## config.mk

```make
export PLATFORM = sky130hd
export DESIGN_NAME = hci_uart_packet_deframer
export DESIGN_NICKNAME = d
export VERILOG_FILES = /design/src/design/hciupd_pkg.sv /design/src/design/hci_uart_packet_deframer.sv
export SDC_FILE = /design/constraint.sdc
export NUM_CORES = 1
export LEC_CHECK = 0
export BUFFER_PORTS_ARGS = -buffer_cell sky130_fd_sc_hd__buf_2
export CORE_AREA = 4 4 122 148
export DETAILED_ROUTE_END_ITERATION = 6
export DIE_AREA = 0 0 126 152
export PLACE_DENSITY = 0.61
export SLEW_MARGIN = 15
export SYNTH_ARGS = -nofsm -noshare
export SYNTH_HDL_FRONTEND = slang
export SYNTH_SLANG_ARGS = --single-unit
```

## constraint.sdc

```tcl
create_clock -name clk -period 5.3 [get_ports clk]
set_input_delay 0.795 -clock clk [delete_from_list [all_inputs] [get_ports clk]]
set_output_delay 0.795 -clock clk [all_outputs]
set_load 0.03 [all_outputs]
```

## src/design/hciupd_pkg.sv

```systemverilog
// Shared types and constants for the serial HCI packet deframer.
package hciupd_pkg;

  localparam logic [7:0]  TYPE_EVENT = 8'h04;
  localparam logic [7:0]  TYPE_DATA  = 8'h02;

  localparam logic [16:0] EVT_LAST_HDR_OFF  = 17'd1;
  localparam logic [16:0] DATA_LAST_HDR_OFF = 17'd3;
  localparam logic [16:0] DATA_LEN_LO_OFF   = 17'd2;
  localparam logic [15:0] EVT_HDR_LEN  = 16'd2;
  localparam logic [15:0] DATA_HDR_LEN = 16'd4;

  localparam logic [15:0] MAX_PAYLOAD_RST = 16'd1024;

  typedef enum logic {
    KIND_EVENT = 1'b0,
    KIND_DATA  = 1'b1
  } kind_t;

  typedef enum logic [1:0] {
    ST_OK       = 2'd0,
    ST_BAD_TYPE = 2'd1,
    ST_OVERSIZE = 2'd2
  } status_t;

endpackage

```

## src/design/hci_uart_packet_deframer.sv

```systemverilog
// Top level: byte stream to HCI packet deframer with length guard.
//
// channel | dir | tdata                                  | tuser                      | tlast
// in_     | in  | [7:0] rx_byte                          | -                          | -
// out_    | out | [7:0] data_byte, [24:8] byte_offset    | [0] packet_kind, [2:1] st  | last
// cfg_    | in  | [15:0] max_payload                     | -                          | -
//
// One beat per cycle while the result register is not stalled: input register,
// one decode step, result register.
// A stalled result register holds the input register, which still takes one beat.
// rst_n is synchronous; max_payload resets to 1024, parser waits for a type byte.
module hci_uart_packet_deframer (
  input  logic        clk,
  input  logic        rst_n,
  input  logic        in_tvalid,
  output logic        in_tready,
  input  logic [7:0]  in_tdata,   // [7:0] rx_byte
  output logic        out_tvalid,
  input  logic        out_tready,
  output logic [31:0] out_tdata,  // [7:0] data_byte, [24:8] byte_offset, [31:25] zero
  output logic [2:0]  out_tuser,  // [0] packet_kind, [2:1] status
  output logic        out_tlast,
  input  logic        cfg_valid,
  output logic        cfg_ready,
  input  logic [15:0] cfg_data    // [15:0] max_payload
);
  import hciupd_pkg::*;

  typedef enum logic [1:0] {
    PH_TYPE     = 2'd0,
    PH_EVT_HDR  = 2'd1,
    PH_DATA_HDR = 2'd2,
    PH_PAYLOAD  = 2'd3
  } phase_t;

  phase_t      phase_r, phase_nxt;
  kind_t       kind_r, kind_nxt;
  logic [15:0] left_r, left_nxt;
  logic [16:0] pos_r, pos_nxt;
  logic [7:0]  len_lo_r, len_lo_nxt;
  logic [15:0] max_payload_r;

  logic        s1_valid_r;
  logic [7:0]  s1_byte_r;
  logic        s1_adv;

  logic        res_vld;
  kind_t       res_kind;
  logic [16:0] res_off;
  logic        res_last;
  status_t     res_status;
  logic [15:0] hdr_len;
  logic        hdr_final;

  logic        out_valid_r;
  logic [7:0]  out_byte_r;
  logic [16:0] out_off_r;
  kind_t       out_kind_r;
  status_t     out_status_r;
  logic        out_last_r;

  assign cfg_ready = 1'b1;
  assign s1_adv    = s1_valid_r && (!out_valid_r || out_tready);
  assign in_tready = !s1_valid_r || s1_adv;

  always_comb begin
    phase_nxt  = phase_r;
    kind_nxt   = kind_r;
    left_nxt   = left_r;
    pos_nxt    = pos_r;
    len_lo_nxt = len_lo_r;
    res_vld    = 1'b0;
    res_kind   = kind_r;
    res_off    = pos_r;
    res_last   = 1'b0;
    res_status = ST_OK;
    hdr_final  = 1'b0;
    hdr_len    = {s1_byte_r, len_lo_r};
    unique case (phase_r)
      PH_TYPE: begin
        pos_nxt = '0;
        if (s1_byte_r == TYPE_EVENT) begin
          kind_nxt  = KIND_EVENT;
          phase_nxt = PH_EVT_HDR;
          left_nxt  = EVT_HDR_LEN;
        end else if (s1_byte_r == TYPE_DATA) begin
          kind_nxt  = KIND_DATA;
          phase_nxt = PH_DATA_HDR;
          left_nxt  = DATA_HDR_LEN;
        end else begin
          res_vld    = 1'b1;
          res_kind   = KIND_EVENT;
          res_off    = '0;
          res_last   = 1'b1;
          res_status = ST_BAD_TYPE;
          left_nxt   = '0;
          len_lo_nxt = '0;
        end
      end
      PH_EVT_HDR: begin
        res_vld = 1'b1;
        if (pos_r >= EVT_LAST_HDR_OFF) begin
          hdr_final = 1'b1;
          hdr_len   = {8'd0, s1_byte_r};
        end else begin
          pos_nxt  = pos_r + 17'd1;
          left_nxt = 16'd1;
        end
      end
      PH_DATA_HDR: begin
        res_vld = 1'b1;
        if (pos_r >= DATA_LAST_HDR_OFF) begin
          hdr_final = 1'b1;
        end else begin
          if (pos_r == DATA_LEN_LO_OFF) len_lo_nxt = s1_byte_r;
          pos_nxt  = pos_r + 17'd1;
          left_nxt = DATA_HDR_LEN - pos_r[15:0] - 16'd1;
        end
      end
      PH_PAYLOAD: begin
        res_vld = 1'b1;
        if (left_r <= 16'd1) begin
          res_last   = 1'b1;
          phase_nxt  = PH_TYPE;
          left_nxt   = '0;
          pos_nxt    = '0;
          len_lo_nxt = '0;
        end else begin
          left_nxt = left_r - 16'd1;
          pos_nxt  = pos_r + 17'd1;
        end
      end
      default: ;
    endcase

    // final header byte: length decides between payload, empty and oversize
    if (hdr_final) begin
      if (hdr_len > max_payload_r || hdr_len == 16'd0) begin
        res_last   = 1'b1;
        res_status = (hdr_len > max_payload_r) ? ST_OVERSIZE : ST_OK;
        phase_nxt  = PH_TYPE;
        left_nxt   = '0;
        pos_nxt    = '0;
        len_lo_nxt = '0;
      end else begin
        phase_nxt = PH_PAYLOAD;
        left_nxt  = hdr_len;
        pos_nxt   = pos_r + 17'd1;
      end
    end
  end

  always_ff @(posedge clk) begin
    if (!rst_n) begin
      phase_r       <= PH_TYPE;
      kind_r        <= KIND_EVENT;
      left_r        <= '0;
      pos_r         <= '0;
      len_lo_r      <= '0;
      max_payload_r <= MAX_PAYLOAD_RST;
      s1_valid_r    <= 1'b0;
      out_valid_r   <= 1'b0;
    end else begin
      if (cfg_valid && cfg_ready) max_payload_r <= cfg_data;
      if (in_tready) s1_valid_r <= in_tvalid;
      if (s1_adv) begin
        phase_r  <= phase_nxt;
        kind_r   <= kind_nxt;
        left_r   <= left_nxt;
        pos_r    <= pos_nxt;
        len_lo_r <= len_lo_nxt;
      end
      if (s1_adv) out_valid_r <= res_vld;
      else if (out_tready) out_valid_r <= 1'b0;
    end
  end

  always_ff @(posedge clk) begin
    if (in_tready && in_tvalid) s1_byte_r <= in_tdata;
    if (s1_adv && res_vld) begin
      out_byte_r   <= s1_byte_r;
      out_off_r    <= res_off;
      out_kind_r   <= res_kind;
      out_status_r <= res_status;
      out_last_r   <= res_last;
    end
  end

  assign out_tvalid = out_valid_r;
  assign out_tdata  = {7'd0, out_off_r, out_byte_r};
  assign out_tuser  = {out_status_r, out_kind_r};
  assign out_tlast  = out_last_r;

`ifndef NO_ASSERTIONS
  a_bad_type_last: assert property (@(posedge clk) disable iff (!rst_n)
    out_valid_r && out_status_r == ST_BAD_TYPE |-> out_last_r && out_off_r == '0)
    else $error("bad type result not a single last beat");

  a_oversize_last: assert property (@(posedge clk) disable iff (!rst_n)
    out_valid_r && out_status_r == ST_OVERSIZE |-> out_last_r)
    else $error("oversize result not marked last");

  a_payload_left: assert property (@(posedge clk) disable iff (!rst_n)
    phase_r == PH_PAYLOAD |-> left_r != 16'd0)
    else $error("payload phase with nothing left");

  a_result_held: assert property (@(posedge clk) disable iff (!rst_n)
    out_valid_r && !out_tready |=> out_valid_r && $stable(out_off_r))
    else $error("stalled result lost");
`endif

endmodule
```

Word level (Yosys, flattened, before mapping):

Index checks and enable logic that the tools add are counted.

* add/sub/neg operators: 4
* order comparisons: 4
* equal/unequal tests: 10
* mux-type cells: 56
* reductions and logical operators: 17

Operators by type and width (count)
* 2-to-1 mux 17 bit: 8
* 2-to-1 mux 16 bit: 7
* case mux 17 bit (4 select lines): 1
* case mux 16 bit (4 select lines): 1
* 2-to-1 mux 8 bit: 7
* subtractor 16 x 1 -> 16 bit, second input constant: 2
* case mux 8 bit (3 select lines): 1
* adder 17 x 1 -> 17 bit, second input constant: 1
* equality test 17 x 2 -> 1 bit, second input constant: 1
* greater-or-equal comparator 17 x 1 -> 1 bit, second input constant: 1
* greater-or-equal comparator 17 x 2 -> 1 bit, second input constant: 1
* 2-to-1 mux 1 bit: 17
* greater-than comparator 16 bit: 1
* <= comparator 16 x 1 -> 1 bit, second input constant: 1
* zero test 16 bit: 1
* 2-to-1 mux 2 bit: 8
* subtractor 3 x 16 -> 16 bit, first input constant: 1
* != test 3 bit, second input constant: 3
* equality test 8 x 2 -> 1 bit, second input constant: 1
* equality test 8 x 3 -> 1 bit, second input constant: 1
* 2-to-1 mux 3 bit: 2
* case mux 1 bit (2 select lines): 3
* AND reduction 3 bit: 2
* equality test 2 bit, second input constant: 2
* other kinds (11): 17

* register bits: 99
* output and inout port bits: 39
* word-level logic and storage cells: 105

Logic depth before layout (Yosys ltp):

* depth in word-level cells: 7
* depth in mapped cells: 18

Worst setup path before layout:

OpenSTA, ideal clock, no wires.

* path type: reg2reg
* start point: register pos_r[4]
* end point: register len_lo_r[0]
* library setup time: 0.070 ns
* data arrival time: 3.817 ns
* required time: 5.230 ns
* slack: 1.412 ns
* stages on the path, launching flop included: 17
* path buffers: 4
* period minus slack after synthesis: 3.888 ns
* cells stage by stage: dfxtp_1 -> buf_6 -> nor4_4 -> and4b_1 -> buf_2 -> a21bo_1 -> buf_4 -> buf_4 -> mux2_2 -> ha_1 -> a21oi_1 -> o21ai_0 -> a221o_1 -> o31ai_1 -> a21oi_1 -> nor3_4 -> o2bb2ai_1

* word-level cells in the longest chain between the ends: 7

Ends and longest elaborated chain
* from (decl): RTL line hci_uart_packet_deframer.sv:39 `logic [16:0] pos_r, pos_nxt;`
* from (signal assigned): RTL line hci_uart_packet_deframer.sv:170 `pos_r <= pos_nxt;`
* greater-or-equal comparator 17 x 1 -> 1 bit: RTL line hci_uart_packet_deframer.sv:102 `if (pos_r >= EVT_LAST_HDR_OFF) begin`
* 2-to-1 mux 16 bit: RTL line hci_uart_packet_deframer.sv:102
* 2-to-1 mux 16 bit: RTL line hci_uart_packet_deframer.sv:79 `unique case (phase_r)`
* greater-than comparator 16 bit / zero test 16 bit (equally long branches): RTL line hci_uart_packet_deframer.sv:138 `if (hdr_len > max_payload_r || hdr_len == 16'd0) begin`
* logical OR 1 bit: RTL line hci_uart_packet_deframer.sv:138
* 2-to-1 mux 8 bit: RTL line hci_uart_packet_deframer.sv:138
* 2-to-1 mux 8 bit *: RTL line hci_uart_packet_deframer.sv:137 `if (hdr_final) begin`
* to (signal assigned): RTL line hci_uart_packet_deframer.sv:171 `len_lo_r <= len_lo_nxt;`
* to (decl): RTL line hci_uart_packet_deframer.sv:40 `logic [7:0] len_lo_r, len_lo_nxt;`

Mark *: on every way between the ends. The rest lies on a longest branch, timed or not.
A chain may end at the register's enable or synchronous reset.

Worst setup path after layout:

* start point: register pos_r[8]
* end point: register pos_r[1]

* word-level cells in the longest chain between the ends: 7

Ends and longest elaborated chain (RTL line)
* greater-or-equal comparator 17 x 1 -> 1 bit: hci_uart_packet_deframer.sv:102
* 2-to-1 mux 16 bit: hci_uart_packet_deframer.sv:102
* 2-to-1 mux 16 bit: hci_uart_packet_deframer.sv:79
* greater-than comparator 16 bit / zero test 16 bit (equally long branches): hci_uart_packet_deframer.sv:138
* logical OR 1 bit: hci_uart_packet_deframer.sv:138
* 2-to-1 mux 17 bit: hci_uart_packet_deframer.sv:138
* 2-to-1 mux 17 bit: hci_uart_packet_deframer.sv:137

Several ways; a longest one is shown, not always the timed one.

==> metrics.yaml <==
logic_synthesis:
  ys_top_cells_by_area: "dfxtp_1 (22%), edfxtp_1 (19%), ha_1 (6.3%), and2_1 (3.6%), xor2_1 (3.4%)"
  synth.top_cell.area_share_pct: 21.7
  seq_area_frac_synth_pct: 41.1
  synth_ff_type: "dfxtp_1"
  synth_edf_count: 37
  yosys_register_bits: 99
  synthCells: 587
  synth_warnings: 0
  ys_async_sr_fraction_pct: 0
  post_synth.cell_area_avg_sq_um: 9.75
  synth_area_sq_um: 5730
  synth_cell_types: 72
  yosysTopAreaCell: "dfxtp_1"
global_route:
  grt_usage_pct: 14.0
  grt_remaining_overflow: 0
  antenna_found_initial: 0
  grt_pass1_vias: 4298
  grt_start_max_net_pins: 52
  grt_pass1_wl_mm: 21.9
route:
  ant_nets: 0
  vias: 4317
  finalWirelength_mm: 13.1
  drt_iter0_drc: 241
  firstDrtPassIters: 5
  wire_per_inst_um: 15.4
  vias_per_cell: 5.08
  drc_errors: 0
cts:
  cts_root_buf: "clkbuf_16"
  cts_tree: "built"
  numCtsBuffers: 9
  postCtsHoldBufs: 0
  ctsResizeCount: 0
  clk_path_buf_depth: 2
  path_clk_slew_ps: 70
  htreeDepth: 3
  insertion_delay_ps: 360
  post_cts_buffers: 0
  numClockSinks: 99
min_path:
  hold_class: "reg2reg"
critical_path:
  worstSetupEndpointType: "flop"
  worstSetupStartpointType: "flop"
  worstPathRequired_ps: 5580
  reg2regPathDepth: 13
  timing.rr.start: "pos_r[8]"
  crit_slowest_cell: "a21bo_1"
  worstSetupPathType: "reg2reg"
  path_max_fanout: 19
  worstSetupStartpoint: "pos_r[8]"
  crit_path_max_incr_delay_ps: 560
  reg2reg_slack_ps: 740
  worstPathArrival_ps: 4840
  crit_chain: "nor4_1 > and4b_1 > a21bo_1 > mux2_2 > ha_1 > a21oi_1 > o21ai_0 > a221o_1 > o31a_1 > nor3_4 > o21ai_4 > buf_4 > a211oi_2"
  r2r-end: "pos_r[1]"
  cp-endpoint: "pos_r[1]"
floorplanning:
  rows: 52
  core_sq_um: 16700
  die_w_um: 126
  start_util_pct: 34.4
  die-height_um: 152
  ios: 68
  fp.dieArea_sq_um: 19200
cells_and_area:
  syn2layout_area_growth_pct: 12.2
  fin_area_sq_um: 6420
  instances_no_fill: 850
  layout.nets: 687
  layout_common_cells: "dfxtp_1 (62), buf_2 (59), nand2_1 (49), nor2_1 (45), edfxtp_1 (37)"
  drive_above_1_share_pct: 19.2
  final_common_cell: "dfxtp_1"
  antenna_cells: 0
timing:
  min_period_ps: 4560
  skew_ps: 9.98
  setup_violations: 0
  fin_crit_sh_pct: 86.1
  worstMarginPinSlew_ps: 1000
  maxSlewHeadroom_pct: 32.6
  max_freq_mhz: 219
  maxSlewViolCount: 0
  setup_tns_ps: 0
  worst_slack_ps: 736
  finalHoldViolCount: 0
  worst_hold_slack_ps: 488
  rsz0062_at_grt: "no"
pwr:
  irDropWorstVdd_mv: 0.165
  p_per_area_nw_per_um2: 269
  leakage_nw: 2.57
job:
  maxCapViolCount: 0
outcome:
  status: "complete, no violations"
placed_design:
  dp_slack_ps: 735
  buffer_ports.inserted: 59
  dp_hpwl_mm: 10.3
  place_congestion: 0.965
  place_inst: 834
  placed_cell_area_sq_um: 6110
layout make-up:
type	instances	area, sq um
multi-input cells	424	3040
clock inverters	6	70.1
well taps	216	270
repair buffers	64	333
flip-flops and latches	99	2350
inverters	31	116
clock buffers	10	239
fillers	1706	10200
cell families after synthesis:
family          share of synthesized area, %
flops                                   41.1
compound gates                          15.1
fa+ha+maj                               6.34
simple gates                            20.7
mux                                     4.30
buf+inv                                 6.27
other cells                            0.131
xor+xnor                                6.12
synthesized netlist by cell type, types with 4 or more instances:
| library cell | number |
|---|---|
| mux2i_1 | 19 |
| xor2_1 | 22 |
| o21ai_0 | 16 |
| nor3_1 | 7 |
| xnor2_1 | 18 |
| ha_1 | 29 |
| buf_2 | 7 |
| a21oi_1 | 17 |
| nor4_1 | 9 |
| inv_1 | 30 |
| or4_1 | 4 |
| dfxtp_1 | 62 |
| clkbuf_1 | 14 |
| nor2_1 | 45 |
| o22ai_1 | 9 |
| o2bb2ai_1 | 8 |
| o211a_1 | 9 |
| a21boi_0 | 6 |
| a31oi_1 | 4 |
| mux2_2 | 5 |
| nand2_1 | 49 |
| and3_1 | 4 |
| and2_1 | 33 |
| edfxtp_1 | 37 |
| nor2_4 | 9 |
| o211ai_1 | 10 |
| buf_4 | 15 |
| nand3_1 | 11 |
| nand4_1 | 10 |
sequential cells by signal (all words and copies together), names as in the netlist:
name,cells
out_off_r,17
pos_r,17
left_r,16
max_payload_r,16
len_lo_r,8
out_byte_r,8
s1_byte_r,8
out_status_r,2
phase_r,2
kind_r,1
out_kind_r,1
out_tlast,1
out_tvalid,1
s1_valid_r,1
per-stage QoR:
stage / power (mW) / utilization (%)
CTS: 1.75 / 38.6
global placement: 1.06 / 36.7
floorplan: 1.02 / -
detailed placement: 1.07 / 36.7
global route: 1.80 / 38.6
finish: 1.73 / 38.6
report_power, final:
| group | internal [mW] | switching [mW] |
|---|---|---|
| combinational | 0.0755 | 0.129 |
| clock | 0.384 | 0.295 |
| sequential | 0.819 | 0.0251 |
| total | 1.28 | 0.450 |
routing by layer:
metal	up-vias	share of wire, %	GRT usage (%)	wire length [um]
li1	2157	-	-	-
met1	2030	43	16.8	5590
met2	106	50	24.1	6620
met3	24	4.6	3.34	602
met4	0	2.3	5.26	295
met5	-	0	0	0
worst max-delay path: cells and delay by family (launching register included):
family | cells | cell delay [ps]
adder cells (fa/ha/maj) | 1 | 300
AO/OA/AOI/OAI | 7 | 1800
AND/OR/NAND/NOR | 3 | 1290
flip-flops | 1 | 400
buffers and inverters | 1 | 260
multiplexers | 1 | 430
how the worst min path moves through the flow:
stage,startpoint,endpoint,slack (ps),cells after the start
CTS,len_lo_r[2],len_lo_r[2],490,2
finish,len_lo_r[2],len_lo_r[2],490,2
detailed placement,len_lo_r[2],len_lo_r[2],480,2
global placement,len_lo_r[7],len_lo_r[7],470,2
floorplan,len_lo_r[7],len_lo_r[7],440,2
global route,len_lo_r[2],len_lo_r[2],520,2
No activity file was read; power rests on OpenSTA's default activity.
